<file path="src/hw/rtl/deque_with_linear_search_assert.svh">
// Assertion macros shared by the deque modules.
`ifndef DEQUE_WITH_LINEAR_SEARCH_ASSERT_SVH
`define DEQUE_WITH_LINEAR_SEARCH_ASSERT_SVH

// Same-cycle implication, checked outside reset.
`define DQLS_ASSERT_NOW(label, ante, cons, msg) \
  label: assert property (@(posedge clk) disable iff (!rst_n) (ante) |-> (cons)) \
    else $error(msg);

// Next-cycle implication, checked outside reset.
`define DQLS_ASSERT_NEXT(label, ante, cons, msg) \
  label: assert property (@(posedge clk) disable iff (!rst_n) (ante) |=> (cons)) \
    else $error(msg);

`endif

</file>
<file path="src/hw/rtl/dqls_pkg.sv">
// Shared types and constants for the deque with linear search.
`timescale 1ns / 1ps

package dqls_pkg;

  // Storage size and derived widths.
  localparam int CAPACITY = 16;
  localparam int IDX_W    = $clog2(CAPACITY);
  localparam int CNT_W    = $clog2(CAPACITY + 1);
  localparam int SUM_W    = CNT_W + 1;
  localparam int VAL_W    = 32;

  // Action codes carried on the input tuser.
  typedef enum logic [2:0] {
    ACT_INS_FRONT = 3'd0,
    ACT_INS_BACK  = 3'd1,
    ACT_REM_FRONT = 3'd2,
    ACT_REM_BACK  = 3'd3,
    ACT_SEARCH    = 3'd4
  } action_t;

  // Result status codes.
  typedef enum logic [1:0] {
    ST_OK    = 2'd0,
    ST_EMPTY = 2'd1,
    ST_FULL  = 2'd2
  } status_t;

  // Commands from the controller to the datapath.
  typedef struct packed {
    logic    ins_front;
    logic    ins_back;
    logic    rem_front;
    logic    rem_back;
    logic    scan_start;
    logic    scan_step;
    logic    set_res;
    status_t res_status;
    logic    load_out;
  } dqls_cmd_t;

  // Status from the datapath to the controller.
  typedef struct packed {
    logic full;
    logic empty;
    logic scan_done;
    logic out_free;
  } dqls_sts_t;

endpackage

</file>
<file path="src/hw/rtl/deque_with_linear_search.sv">
// Top level of the bounded deque with linear key search.
//
// Input channel (in_*): one word per action. in_tuser carries the action
// code (insert front, insert back, remove front, remove back, search) and
// in_tdata the signed 32-bit value or search key.
// Output channel (out_*): exactly one result word per input word, in order,
// with the status (ok, empty, full) and the found flag.
// Inserts, removals and unused codes load the result register from the done
// state once it is free; the store and pointers update at acceptance.
// A search scans the stored entries from the front: the scan reads one
// entry per cycle from the single read port of the entry memory and
// compares it in the next cycle; a hit ends it early. The next word is
// accepted in the cycle after a result is loaded.
// One word is in work at a time; in_tready is high whenever no word is in
// work, also while a finished result still waits in the output register.
// If the receiver stalls, one result is held and one more finishes behind
// it, after which the input side stops.
// Reset empties the list at once; no clearing pass is needed.
`timescale 1ns / 1ps

module deque_with_linear_search
  import dqls_pkg::*;
(
  input  logic        clk,
  input  logic        rst_n,
  input  logic        in_tvalid,
  output logic        in_tready,
  input  logic [31:0] in_tdata,   // [31:0] value
  input  logic [2:0]  in_tuser,   // [2:0] action
  output logic        out_tvalid,
  input  logic        out_tready,
  output logic [7:0]  out_tdata   // [1:0] status, [2] found, [7:3] zero
);

  dqls_cmd_t               cmd;
  dqls_sts_t               sts;
  logic signed [VAL_W-1:0] value;

  assign value = in_tdata;

  dqls_ctrl u_ctrl (
    .clk       (clk),
    .rst_n     (rst_n),
    .in_tvalid (in_tvalid),
    .in_tready (in_tready),
    .in_tuser  (in_tuser),
    .sts       (sts),
    .cmd       (cmd)
  );

  dqls_datapath u_datapath (
    .clk        (clk),
    .rst_n      (rst_n),
    .cmd        (cmd),
    .sts        (sts),
    .value      (value),
    .out_tready (out_tready),
    .out_tvalid (out_tvalid),
    .out_tdata  (out_tdata)
  );

endmodule

</file>
<file path="src/hw/rtl/dqls_datapath.sv">
// Datapath: entry memory, ring pointers, search scan and output register.
`timescale 1ns / 1ps

module dqls_datapath
  import dqls_pkg::*;
(
  input  logic                    clk,
  input  logic                    rst_n,
  input  dqls_cmd_t               cmd,
  output dqls_sts_t               sts,
  input  logic signed [VAL_W-1:0] value,
  input  logic                    out_tready,
  output logic                    out_tvalid,
  output logic [7:0]              out_tdata
);

`include "deque_with_linear_search_assert.svh"

  logic [VAL_W-1:0]        mem [CAPACITY];
  logic [VAL_W-1:0]        rdata_r;
  logic [IDX_W-1:0]        front_r, front_nxt;
  logic [CNT_W-1:0]        count_r, count_nxt;
  logic signed [VAL_W-1:0] key_r;
  logic [IDX_W-1:0]        scan_addr_r;
  logic [CNT_W-1:0]        scan_left_r;
  logic                    cmp_vld_r;
  logic                    found_r;
  status_t                 status_r;
  logic                    out_valid_r;
  status_t                 out_status_r;
  logic                    out_found_r;

  logic [IDX_W-1:0] front_dec;
  logic [IDX_W-1:0] front_inc;
  logic [SUM_W-1:0] back_sum;
  logic [IDX_W-1:0] back_slot;
  logic [IDX_W-1:0] wr_addr;
  logic             wr_en;
  logic             rd_issue;
  logic             hit;

  // Neighbor slots of the front, wrapping around the ring.
  assign front_dec = (front_r == '0) ? IDX_W'(CAPACITY - 1) : front_r - 1'b1;
  assign front_inc = (front_r == IDX_W'(CAPACITY - 1)) ? '0 : front_r + 1'b1;

  // Slot just past the back entry; the sum stays below twice the capacity.
  assign back_sum  = SUM_W'(front_r) + SUM_W'(count_r);
  assign back_slot = (back_sum >= SUM_W'(CAPACITY)) ? IDX_W'(back_sum - SUM_W'(CAPACITY))
                                                    : IDX_W'(back_sum);

  assign wr_en   = cmd.ins_front | cmd.ins_back;
  assign wr_addr = cmd.ins_front ? front_dec : back_slot;

  // Pointer and count updates.
  always_comb begin
    front_nxt = front_r;
    count_nxt = count_r;
    if (cmd.ins_front) begin
      front_nxt = front_dec;
      count_nxt = count_r + 1'b1;
    end else if (cmd.ins_back) begin
      count_nxt = count_r + 1'b1;
    end else if (cmd.rem_front) begin
      front_nxt = front_inc;
      count_nxt = count_r - 1'b1;
    end else if (cmd.rem_back) begin
      count_nxt = count_r - 1'b1;
    end
  end

  always_ff @(posedge clk) begin
    if (!rst_n) begin
      front_r <= '0;
      count_r <= '0;
    end else begin
      front_r <= front_nxt;
      count_r <= count_nxt;
    end
  end

  // Entry memory: one write port, one registered read port for the scan.
  always_ff @(posedge clk) begin
    if (wr_en) begin
      mem[wr_addr] <= value;
    end
  end

  always_ff @(posedge clk) begin
    if (rd_issue) begin
      rdata_r <= mem[scan_addr_r];
    end
  end

  // Scan issues one read a cycle and compares it in the next cycle.
  assign rd_issue = cmd.scan_step && (scan_left_r != '0) && !found_r;
  assign hit      = cmp_vld_r && (rdata_r == key_r);

  always_ff @(posedge clk) begin
    if (!rst_n) begin
      cmp_vld_r <= 1'b0;
      found_r   <= 1'b0;
    end else if (cmd.scan_start) begin
      cmp_vld_r <= 1'b0;
      found_r   <= 1'b0;
    end else begin
      cmp_vld_r <= rd_issue;
      if (cmd.set_res) begin
        found_r <= 1'b0;
      end else if (hit) begin
        found_r <= 1'b1;
      end
    end
  end

  always_ff @(posedge clk) begin
    if (cmd.scan_start) begin
      key_r       <= value;
      scan_addr_r <= front_r;
      scan_left_r <= count_r;
    end else if (rd_issue) begin
      scan_addr_r <= (scan_addr_r == IDX_W'(CAPACITY - 1)) ? '0 : scan_addr_r + 1'b1;
      scan_left_r <= scan_left_r - 1'b1;
    end
  end

  // Pending result status, latched when the word is accepted.
  always_ff @(posedge clk) begin
    if (cmd.set_res) begin
      status_r <= cmd.res_status;
    end
  end

  // Output register frees the input side while a result waits.
  always_ff @(posedge clk) begin
    if (!rst_n) begin
      out_valid_r <= 1'b0;
    end else if (cmd.load_out) begin
      out_valid_r <= 1'b1;
    end else if (out_tready) begin
      out_valid_r <= 1'b0;
    end
  end

  always_ff @(posedge clk) begin
    if (cmd.load_out) begin
      out_status_r <= status_r;
      out_found_r  <= found_r;
    end
  end

  assign out_tvalid = out_valid_r;
  assign out_tdata  = {5'b0, out_found_r, out_status_r};

  assign sts.full      = (count_r == CNT_W'(CAPACITY));
  assign sts.empty     = (count_r == '0);
  assign sts.scan_done = ((scan_left_r == '0) || found_r) && !cmp_vld_r;
  assign sts.out_free  = !out_valid_r || out_tready;

  `DQLS_ASSERT_NOW(a_count_bound, 1'b1, count_r <= CNT_W'(CAPACITY),
    "entry count exceeds capacity")
  `DQLS_ASSERT_NOW(a_found_from_scan, $rose(found_r), $past(cmd.scan_step),
    "found flag set outside a scan")
  `DQLS_ASSERT_NOW(a_load_when_free, cmd.load_out, !out_valid_r || out_tready,
    "result loaded over a word not yet taken")

endmodule

</file>
<file path="src/hw/rtl/dqls_ctrl.sv">
// Controller: decodes actions and sequences the search scan.
`timescale 1ns / 1ps

module dqls_ctrl
  import dqls_pkg::*;
(
  input  logic       clk,
  input  logic       rst_n,
  input  logic       in_tvalid,
  output logic       in_tready,
  input  logic [2:0] in_tuser,
  input  dqls_sts_t  sts,
  output dqls_cmd_t  cmd
);

`include "deque_with_linear_search_assert.svh"

  typedef enum logic [2:0] {
    S_IDLE = 3'b001,
    S_SCAN = 3'b010,
    S_DONE = 3'b100
  } state_t;

  state_t  state_r, state_nxt;
  logic    accept;
  action_t action;

  assign in_tready = (state_r == S_IDLE);
  assign accept    = in_tvalid && in_tready;
  assign action    = action_t'(in_tuser);

  // Next state and datapath commands.
  always_comb begin
    state_nxt = state_r;
    cmd       = '0;
    cmd.res_status = ST_OK;
    case (state_r)
      S_IDLE: begin
        if (accept) begin
          cmd.set_res = 1'b1;
          state_nxt   = S_DONE;
          case (action)
            ACT_INS_FRONT: begin
              if (sts.full) cmd.res_status = ST_FULL;
              else          cmd.ins_front  = 1'b1;
            end
            ACT_INS_BACK: begin
              if (sts.full) cmd.res_status = ST_FULL;
              else          cmd.ins_back   = 1'b1;
            end
            ACT_REM_FRONT: begin
              if (sts.empty) cmd.res_status = ST_EMPTY;
              else           cmd.rem_front  = 1'b1;
            end
            ACT_REM_BACK: begin
              if (sts.empty) cmd.res_status = ST_EMPTY;
              else           cmd.rem_back   = 1'b1;
            end
            ACT_SEARCH: begin
              cmd.scan_start = 1'b1;
              state_nxt      = S_SCAN;
            end
            default: begin
              cmd.res_status = ST_OK;
            end
          endcase
        end
      end
      S_SCAN: begin
        cmd.scan_step = 1'b1;
        if (sts.scan_done) begin
          state_nxt = S_DONE;
        end
      end
      S_DONE: begin
        if (sts.out_free) begin
          cmd.load_out = 1'b1;
          state_nxt    = S_IDLE;
        end
      end
      default: begin
        state_nxt = S_IDLE;
      end
    endcase
  end

  always_ff @(posedge clk) begin
    if (!rst_n) begin
      state_r <= S_IDLE;
    end else begin
      state_r <= state_nxt;
    end
  end

  `DQLS_ASSERT_NEXT(a_search_scans, accept && (action == ACT_SEARCH), state_r == S_SCAN,
    "search word did not start a scan")
  `DQLS_ASSERT_NOW(a_no_remove_empty, cmd.rem_front || cmd.rem_back, !sts.empty,
    "removal issued on an empty list")
  `DQLS_ASSERT_NEXT(a_load_to_idle, cmd.load_out, state_r == S_IDLE,
    "controller not idle after result load")

endmodule
</file>
<file path="config.mk">
export PLATFORM = sky130hd
export DESIGN_NAME = deque_with_linear_search
export DESIGN_NICKNAME = d
export VERILOG_FILES = /design/src/hw/rtl/dqls_pkg.sv /design/src/hw/rtl/deque_with_linear_search.sv /design/src/hw/rtl/dqls_datapath.sv /design/src/hw/rtl/dqls_ctrl.sv
export VERILOG_INCLUDE_DIRS = /design/src /design/src/hw/rtl
export SDC_FILE = /design/constraint.sdc
export NUM_CORES = 1
export LEC_CHECK = 0
export BUFFER_PORTS_ARGS = -buffer_cell sky130_fd_sc_hd__buf_2
export CAP_MARGIN = 20
export CORE_UTILIZATION = 55
export DETAILED_ROUTE_END_ITERATION = 8
export PLACE_DENSITY = 0.76
export SLEW_MARGIN = 25
export SYNTH_ARGS = -nofsm -noshare
export SYNTH_HDL_FRONTEND = slang
export SYNTH_SLANG_ARGS = --single-unit
</file>
<file path="constraint.sdc">
create_clock -name clk -period 5.8 [get_ports clk]
set_input_delay 1.74 -clock clk [delete_from_list [all_inputs] [get_ports clk]]
set_output_delay 1.74 -clock clk [all_outputs]
set_load 0.02 [all_outputs]
</file>
== Yosys cells after proc, flatten, opt, wreduce, memory -nomap -nowiden ==
Memories as Yosys holds them, arrays and structs flattened. A register that Yosys moved wholly into a read port is not among the register bits.
Index checks and enable logic that the tools add are counted.
W data, S select, Z words.
Operators by class
  shift operators: 0
  reduce and logical (&&, ||, !) cells: 26
  multipliers: 0
  add/subtract/negate cells: 8
  $lt $le $gt $ge: 1
  equal/unequal tests: 15
  multiplexer cells: 42
  bitwise gates (word level): 2
  divide/modulo/power cells: 0
Operators with widths (count)
  $mux W4: 10
  $mux W5: 8
  $eq A32 B32 Y1: 1
  $mux W3: 6
  $mux W1: 15
  $logic_not A5 Y1: 2
  $sub A5 B1 Y5 const B: 2
  $eq A3 B2 Y1 const B: 3
  $pmux W3 S3: 1
  $add A4 B1 Y4 const B: 2
  $eq A4 B4 Y1 const B: 2
  $sub A4 B1 Y4 const B: 2
  $add A4 B5 Y6: 1
  $eq A3 B1 Y1 const B: 2
  $eq A3 B3 Y1 const B: 2
  $ge A6 B5 Y1 const B: 1
  $ne A2 B2 Y1 const B: 3
  $reduce_bool A2 Y1: 3
  $reduce_or A2 Y1: 3
  $add A5 B1 Y5 const B: 1
  $eq A5 B5 Y1 const B: 1
  $logic_and A1 B1 Y1: 5
  $reduce_bool A5 Y1: 1
  $logic_not A4 Y1: 1
  12 further kinds: 16
Word-level totals
  input bits: 39
  bits in latches: 0
  memories kept: 1
  word-level logic and storage cells: 107
  memory bits (writable): 512
  memory bits (read-only): 0
  flip-flop bits (word level): 61
Memories
  u_datapath.mem: depth 16, width 32, read ports 1, clocked after memory_dff 1, write ports 1, RTL line dqls_datapath.sv:19  | logic [VAL_W-1:0] mem [CAPACITY];

== Longest topological paths before layout ==
Gate-level depths: netlist (run 1).
  word-level depth: 9
  mapped depth: 8

== By module ==
From an unflattened synthesis (run 1), not the netlist that was laid out.
Second synthesis, totals
  cells, all modules: 1033
  area total of the unflattened synthesis: 23437.5 µm²
By module, submodules not included
  dqls_datapath: instances 1, cells an instance 1002, area each 23134.7 µm², seq. area each 17957.2 µm²
  dqls_ctrl: instances 1, cells an instance 31, area each 302.8 µm², seq. area each 60.1 µm²

== Worst setup path after synthesis (run 1) ==
Ideal clock, no wire load.
  path type: flip-flop to flip-flop
  start: register u_datapath.scan_left_r[0]
  end: register u_datapath.scan_addr_r[0] (enable)
  data arrival time: 4.468 ns
  buffers on the path: 0
  required time: 5.480 ns
  cell stages (with the launch flop): 6
  slack: 1.012 ns
  cell sequence: edfxtp_1 -> inv_1 -> ha_1 -> nor4b_1 -> nor4_1 -> or2_2
On the way
  cells in the longest elaborated chain, start to end: 4
RTL lines
  start, declared: RTL line dqls_datapath.sv:25  | logic [CNT_W-1:0] scan_left_r;
  start signal, assigned: RTL line dqls_datapath.sv:119  | scan_left_r <= count_r;
  start signal, assigned: RTL line dqls_datapath.sv:122  | scan_left_r <= scan_left_r - 1'b1;
  $reduce_bool A5 Y1: RTL line dqls_datapath.sv:95  | assign rd_issue = cmd.scan_step && (scan_left_r != '0) && !found_r;
  $logic_and A1 B1 Y1 (2 in series): RTL line dqls_datapath.sv:95
  via u_datapath.rd_issue: RTL line dqls_datapath.sv:39  | logic rd_issue;
  $reduce_bool A2 Y1 (no line)
  end signal, assigned: RTL line dqls_datapath.sv:118  | scan_addr_r <= front_r;
  end signal, assigned: RTL line dqls_datapath.sv:121  | scan_addr_r <= (scan_addr_r == IDX_W'(CAPACITY - 1)) ? '0 : scan_addr_r + 1'b1;
  end, declared: RTL line dqls_datapath.sv:24  | logic [IDX_W-1:0] scan_addr_r;
The timed path passes the listed nets, and every way through them passes these cells.
A chain may end at the register's enable or synchronous reset.

== Final worst setup path (run 1) ==
  start: input port in_tvalid
  end: memory u_datapath.mem[15][5] (enable)
On the way
  cells in the longest elaborated chain, start to end: 6
  elaborated cells on any way between the ends: 7
  those cells by class: mux (5); bitwise (1); reduce/logical (1)
RTL lines
  start, declared: RTL line deque_with_linear_search.sv:26  | input logic in_tvalid,
  $logic_and A1 B1 Y1 *: RTL line dqls_ctrl.sv:29  | assign accept = in_tvalid && in_tready;
  $mux W5 *: RTL line dqls_ctrl.sv:39  | if (accept) begin
  $mux W5 *: RTL line dqls_ctrl.sv:37  | case (state_r)
  $or A1 B1 Y1: RTL line dqls_datapath.sv:51  | assign wr_en = cmd.ins_front | cmd.ins_back;
  $mux W1: RTL line dqls_datapath.sv:83  | if (wr_en) begin
  $mux W1 (implied by the code): RTL line dqls_datapath.sv:84  | mem[wr_addr] <= value;
  end, declared: RTL line dqls_datapath.sv:19
Mark *: on every way between the ends. The rest lies on a longest branch, timed or not.

==> metrics.yaml, run 1 <==
run_status:
  result_of_the_run: "completed"
placement:
  post-dp-hpwl_um: 29700
  gp_routability_congestion: 0.851
  placement.cell_area_um2: 24400
  port-buffer-count: 43
  placement.setup.worst_slack_ns: 1.24
sta:
  clock-skew-final_ns: 0.0141
  layout_min_cycle_time_ns: 4.00
  final-setup-viol-count: 0
  final_hold_viol_count: 0
  finalWorstSetupSlack_ns: 1.80
  worst_slew_margin_rel: 0.320
  slew_viol_final: 0
  fmax_ghz: 0.250
  rsz0062_at_grt: "no"
  hold-worst-slack_ns: 0.422
  setup_total_negative_slack_ns: 0
  tightestPinTransition_ns: 1.02
  post-route-period-util: 0.690
run:
  cap_violations: 0
routing:
  detail_route.wl_per_cell_um: 28.5
  drc: 0
  drt_iter0_drc: 1212
  antenna_left: 0
  post_drt_via_cell_ratio: 6.35
  routed_wirelength_um: 48400
  first_pass_iters: 7
  detailroute.via_count: 10800
yosys:
  synth_sequential_area_ratio: 0.769
  syn_area_um2: 23400
  netlist_top_cells_area: "edfxtp_1 76%, mux4_2 15%, dfxtp_1 1.3%"
  yosys_most_used_dff: "edfxtp_1"
  synth_cell_types: 59
  synth_seq_cells: 605
  synth-async-reset-ratio: 0
  post_synth_inst_count: 1042
  synth_top_area_share: 0.757
  synth_warnings: 0
  post_synth.cell_area_avg_um2: 22.5
  synth_largest_area_cell: "edfxtp_1"
  synth-edff-count: 590
grt:
  antenna_found_initial: 4
  global_route.overflow_total: 0
  overall_global_routing_resource_usage: 0.230
  grt_first_pass_wirelength_um: 71400
  vias_in_the_first_global_route: 10800
  grt_start_max_net_pins: 112
worst_setup_path:
  crit_path_start_kind: "primary input"
  timing.critical_path.cells: "buf_2 -> nand4bb_1 -> buf_4 -> nor4_4 -> nand3_1 -> nor2_4 -> buf_4"
  worst-path-max-fanout: 25
  critPathRequiredTime_ns: 6.10
  r2r-start: "u_datapath.count_r[1]"
  timing.rr.end: "u_datapath.mem[15][5]"
  timing.critical_path.slowest_cell_delay_ns: 0.82
  count_of_cells_along_the_worst_register_to_register_path: 7
  cp.buffers_inverters: 3
  timing.critical_path.max_delay_family: "simple AND/OR/NAND/NOR gates"
  worst-setup-path-type: "primary input to flop"
  reg2reg_slack_ns: 2.29
  cp.arrival_ns: 4.30
  critical-path-top-cell-by-count: "buf_4"
  slowest_stage: "nor2_4"
  worst_setup_path_end_kind: "flop"
power_and_ir_drop:
  p_leak_nw: 8.28
  power.density_nw_per_um2: 330
  totalPowerFinal_w: 0.00863
  vdd.ir_drop.worst_mv: 0.218
finish:
  nets_final: 1168
  filler_cell_count: 2731
  area_growth_syn_to_fin_pct: 11.8
  final_layout_size_suffix_gt1_frac: 0.288
  layout.cell_area.non_filler_um2: 26200
  antennaDiodeCount: 0
cts:
  hold_buffers: 0
  cts_sinks: 605
  tritoncts_clock_tree: "built"
  postCtsSetupBuffers: 0
  cts_made_buffers: 55
  clkSlewWorstSetupHoldPaths_ns: 0.06
  clock_insertion_delay_worst_skew_ns: 0.58
  cts_resized: 0
  root_buffer: "clkbuf_16"
  htreeDepth: 2
  cts-root-to-sink-buffers: 3
hold_path:
  worstHoldStart: "u_datapath.status_r[0]"
  min_path_cells: 0
  min_path_type: "flop to flop"
  worstHoldEndpoint: "u_datapath.out_status_r[0]"
floorplan:
  coreArea_um2: 41900
  rows: 75
  die-area_um2: 43400
  initial_core_util: 0.558
  die_height_um: 208
  die_x_um: 208
  io_pins: 49
## flip-flops by register name (all words and copies together) (netlist names), 2 cells and up
signal	flops
u_datapath.front_r	4
u_datapath.mem	512
u_datapath.key_r	32
u_datapath.rdata_r	32
u_datapath.count_r	5
u_datapath.scan_addr_r	4
u_datapath.status_r	2
u_datapath.scan_left_r	5
u_ctrl.state_r	3
u_datapath.out_status_r	2
## layout make-up
type	count	area, um^2	area share
sequential	605	18000	0.688
multi-input combinational	377	5240	0.200
clock buffer	71	1460	0.0557
tap	539	674	0.0258
timing repair buffer	68	440	0.0168
clock inverter	27	309	0.0118
inverter	11	41.3	0.00158
## metal layers
metal	global-route usage	vias to the layer above	routed length, um
met3	0.0542	72	4660
met5	0	-	49
met1	0.344	5667	19900
met4	0.0567	6	883
met2	0.346	548	22900
li1	-	4493	-
## layout by cell type, fill, tap and decap left out, types with 15 or more instances in the layout
master and instances:
edfxtp_1 590, mux4_2 160, clkbuf_16 56, buf_2 43
xor2_1 34, nor2_1 23, buf_4 22, a21oi_1 18
nor2_4 16, nand2_1 15, clkbuf_1 15, dfxtp_1 15
## logic make-up (layout without fill, tap and decap cells)
family	count (synthesis)	in the layout	synth area share
xor+xnor	48	48	0.0180
mux	164	164	0.156
compound gates	43	43	0.0124
flops	605	605	0.769
other cells	1	5	0.000160
simple gates	106	106	0.0255
buf+inv	64	177	0.0127
fa+ha+maj	11	11	0.00620
## stage by stage
| stage | util | std cells |
|---|---|---|
| global route | 0.624 | 1698 |
| global placement | 0.582 | 1599 |
| finish | 0.624 | 1698 |
| CTS | 0.624 | 1697 |
| floorplan | - | 1046 |
| detailed placement | 0.582 | 1599 |
## synthesized netlist by cell type (2+ instances only)
| cell type | n |
|---|---|
| nand4_1 | 5 |
| mux2i_1 | 2 |
| a21oi_2 | 2 |
| nor4_1 | 8 |
| nand2b_1 | 3 |
| nand3_1 | 5 |
| nor3b_1 | 3 |
| nor3_1 | 4 |
| o21ai_0 | 8 |
| buf_6 | 2 |
| buf_1 | 6 |
| inv_1 | 10 |
| dfxtp_1 | 15 |
| mux4_2 | 160 |
| and2_1 | 2 |
| xnor2_1 | 14 |
| buf_4 | 6 |
| ha_1 | 10 |
| edfxtp_1 | 590 |
| a21oi_1 | 18 |
| nor2_1 | 39 |
| mux2_2 | 2 |
| buf_2 | 16 |
| nor2b_1 | 2 |
| xor2_1 | 34 |
| and3_1 | 3 |
| a21o_1 | 2 |
| clkbuf_1 | 23 |
| nand2_1 | 15 |
| o22ai_1 | 2 |
| nor3_2 | 2 |
| nor4b_1 | 2 |
## report_power, final
group	switching [W]	internal (W)
sequential	0.0000118	0.00482
combinational	0.000161	0.0000738
clock	0.00149	0.00207
## how the worst max path moves through the flow
stage	from	end	slack [ns]	depth (start not counted)
after detailed placement	in_tvalid	u_datapath.mem[8][7]	1.24	8
after global placement	in_tvalid	u_datapath.mem[15][11]	1.28	7
after global routing	in_tvalid	u_datapath.mem[15][11]	1.68	7
after floorplan	u_datapath.scan_left_r[0]	u_datapath.scan_addr_r[0]	1.01	5
after CTS	in_tvalid	u_datapath.mem[11][13]	1.79	7
final	in_tvalid	u_datapath.mem[15][5]	1.80	7
Note: power is estimated with default switching activity, not from simulation.
==> run 2: changes to the inputs <==
--- a/config.mk
+++ b/config.mk
@@ -6,11 +6,12 @@
 export SDC_FILE = /design/constraint.sdc
 export NUM_CORES = 1
 export LEC_CHECK = 0
+export ABC_AREA = 1
 export BUFFER_PORTS_ARGS = -buffer_cell sky130_fd_sc_hd__buf_2
 export CAP_MARGIN = 20
 export CORE_UTILIZATION = 55
 export DETAILED_ROUTE_END_ITERATION = 8
-export PLACE_DENSITY = 0.76
+export PLACE_DENSITY = 0.79
 export SLEW_MARGIN = 25
 export SYNTH_ARGS = -nofsm -noshare
 export SYNTH_HDL_FRONTEND = slang
==> constraint.sdc (replaced) <==
create_clock -name clk -period 3.3 [get_ports clk]
set_input_delay 0.99 -clock clk [delete_from_list [all_inputs] [get_ports clk]]
set_output_delay 0.99 -clock clk [all_outputs]
set_load 0.02 [all_outputs]
==> run 2 against run 1 <==
Synthesized area up 6.4%. Combinational power grew to 2.7 times the previous value. Sequential power up 77%. Cell count rose by 47%. Critical endpoint is now u_datapath.mem[7][31]. Highest routed layer is now met4.
==> metrics.yaml, run 2 <==
run_status:
  result_of_the_run: "completed"
grt:
  grt_first_pass_wirelength_um: 84000
  global_route.overflow_total: 0
  overall_global_routing_resource_usage: 0.242
  grt_start_max_net_pins: 115
  vias_in_the_first_global_route: 14300
  antenna_found_initial: 1
finish:
  filler_cell_count: 3077
  largest_register_ff_count: 512
  final_layout_size_suffix_gt1_frac: 0.116
  largest_registers: "u_datapath.mem x512, u_datapath.key_r x32, u_datapath.rdata_r x32"
  nets_final: 1908
  antennaDiodeCount: 0
  most_frequent_standard_cell_in_the_layout_excluding_fill_and_tap_cells: "edfxtp_1"
  layout.cells.most_common_list: "590 x edfxtp_1, 205 x inv_1, 165 x o21ai_0, 143 x a21oi_1, 139 x nand2_1"
  layout.cells.non_filler: 2494
  largest_register: "u_datapath.mem"
  area_growth_syn_to_fin_pct: 12.1
routing:
  drt_iter0_drc: 1962
  first_pass_iters: 5
  routed_wirelength_um: 55100
  drc: 0
  detail_route.wl_per_cell_um: 22.1
  post_drt_via_cell_ratio: 5.91
  detailroute.via_count: 14700
  antenna_left: 0
cts:
  clock_insertion_delay_worst_skew_ns: 0.61
  tritoncts_clock_tree: "built"
  cts_sinks: 605
  hold_buffers: 0
  cts-root-to-sink-buffers: 3
  cts_made_buffers: 56
  cts_resized: 0
  root_buffer: "clkbuf_16"
  htreeDepth: 2
  postCtsSetupBuffers: 0
  clkSlewWorstSetupHoldPaths_ns: 0.06
placement:
  port-buffer-count: 43
  post-dp-hpwl_um: 33100
  gp_routability_congestion: 0.900
  placed_cells_incl_taps: 2392
yosys:
  netlist_top_cells_area: "edfxtp_1 71%, mux2i_1 5.1%, o211ai_1 3.9%"
  synth_cell_types: 40
  post_synth.cell_area_avg_um2: 13.7
  count_leader_synth: "edfxtp_1"
  post_synth_inst_count: 1814
  synth_warnings: 0
  synth-edff-count: 590
  synth-async-reset-ratio: 0
  synth_common_cells: "590 x edfxtp_1, 207 x inv_1, 165 x o21ai_0, 143 x a21oi_1, 139 x nand2_1"
  synth_top_area_share: 0.711
  synth_largest_area_cell: "edfxtp_1"
  yosys_most_used_dff: "edfxtp_1"
  synth_seq_cells: 605
  synth_sequential_area_ratio: 0.723
  syn_area_um2: 24900
sta:
  final_hold_viol_count: 0
  fmax_ghz: 0.386
  clock-skew-final_ns: 0.0171
  layout_min_cycle_time_ns: 2.59
  tightestPinTransition_ns: 0.988
  rsz0062_at_grt: "no"
  worst_slew_margin_rel: 0.341
  slew_viol_final: 0
  post-route-period-util: 0.785
  hold-worst-slack_ns: 0.435
  final-setup-viol-count: 0
worst_setup_path:
  reg2reg_slack_ns: 0.71
  r2r-start: "u_datapath.count_r[1]"
  slowest_stage: "dfxtp_1"
  cp.arrival_ns: 2.88
  worst_setup_path_end_kind: "flop"
  timing.critical_path.max_delay_family: "simple AND/OR/NAND/NOR gates"
  timing.critical_path.cells: "inv_1 -> ha_1 -> nand3_2 -> nand2_1 -> nor2_4 -> nand2_2 -> nand2_2 -> nand3_2 -> nor2_4 -> buf_12"
  cp.buffers_inverters: 2
  worst-setup-path-type: "flop to flop"
  crit_path_launch: "u_datapath.count_r[1]"
  timing.critical_path.slowest_cell_delay_ns: 0.42
  worst-path-max-fanout: 32
  crit_path_start_kind: "flop"
  critPathRequiredTime_ns: 3.59
power_and_ir_drop:
  intPower_w: 0.0125
  sw_share: 0.207
  p_sw_w: 0.00326
  p_leak_nw: 10.0
  pwr-share-comb: 0.041
  pwr-share-clk: 0.417
  power.density_nw_per_um2: 563
  pwr-share-seq: 0.542
  vdd.ir_drop.worst_mv: 0.438
floorplan:
  die_x_um: 215
  coreArea_um2: 44400
  io_pins: 49
  rows: 77
  initial_core_util: 0.561
  die-area_um2: 46100
  die_height_um: 215
hold_path:
  worstHoldStart: "u_datapath.status_r[1]"
  min_path_type: "flop to flop"
run:
  cap_violations: 0
[run 2: cell count changes after synthesis, sizes merged, moves of 126 or more]
cell	delta
inv	+203
nand2	+132
mux4	-160
o211ai	+128
o21ai	+164
mux2i	+126
[run 2: kinds of logic after synthesis]
group | after synthesis | share of synthesized area
buffers and inverters | 315 | 0.0548
xor gates and xnor gates | 21 | 0.00738
other | 1 | 0.000151
and+or+nand+nor | 283 | 0.0530
adders and majority gates | 11 | 0.00583
DFF | 605 | 0.723
muxes | 128 | 0.0514
AOI/OAI and AO/OA | 450 | 0.104
[run 2: layout make-up]
type                    count  area, um^2  share of cell area
repair buffers             83         828              0.0297
clock inverters            35         388              0.0139
flip-flops and latches    605       18000               0.645
inverters                 214         806              0.0289
well taps                 592         741              0.0265
clock buffers              67        1470              0.0528
multi-input cells         898        5660               0.203
[run 2: per-layer routing]
| layer | vias up | GRT usage | part of all wire |
|---|---|---|---|
| met1 | 7262 | 0.337 | 0.41 |
| met2 | 689 | 0.386 | 0.48 |
| met5 | - | 0 | 0 |
| met3 | 93 | 0.0464 | 0.088 |
| li1 | 6700 | - | - |
| met4 | 0 | 0.0769 | 0.025 |
[run 2: per-stage QoR]
| step | cell area [um^2] | utilization | setup TNS, ns | setup WS [ns] | power [W] |
|---|---|---|---|---|---|
| 6_report | 27900 | 0.629 | 0 | 0.708 | 0.0157 |
| 5_1_grt | 27900 | 0.629 | 0 | 0.528 | 0.0161 |
| 4_1_cts | 27900 | 0.629 | 0 | 0.719 | 0.0158 |
| 3_5_place_dp | 26100 | 0.587 | 0 | 0.271 | 0.00933 |
| 3_3_place_gp | 26100 | 0.587 | 0 | 0.325 | 0.00931 |
| 2_1_floorplan | 24900 | - | -107.98 | -0.341 | 0.00904 |
[run 2: power by group through the flow]
| stage | clock, W | combinational (W) | sequential [W] |
|---|---|---|---|
| finish | 0.00656 | 0.000643 | 0.00853 |
| global route | 0.00692 | 0.000698 | 0.00853 |
| CTS | 0.00663 | 0.000639 | 0.00853 |
| detailed placement | 0 | 0.000633 | 0.00869 |
| global placement | 0 | 0.000617 | 0.00869 |
| floorplan | 0 | 0.000361 | 0.00868 |
[run 2: path summary, 6_finish.rpt]
check / endpoint / cells past startpoint
max reg2reg: u_datapath.mem[7][31] / 10
min: u_datapath.out_status_r[1] / 0
min reg2reg: u_datapath.out_status_r[1] / 0
max: u_datapath.mem[7][31] / 10
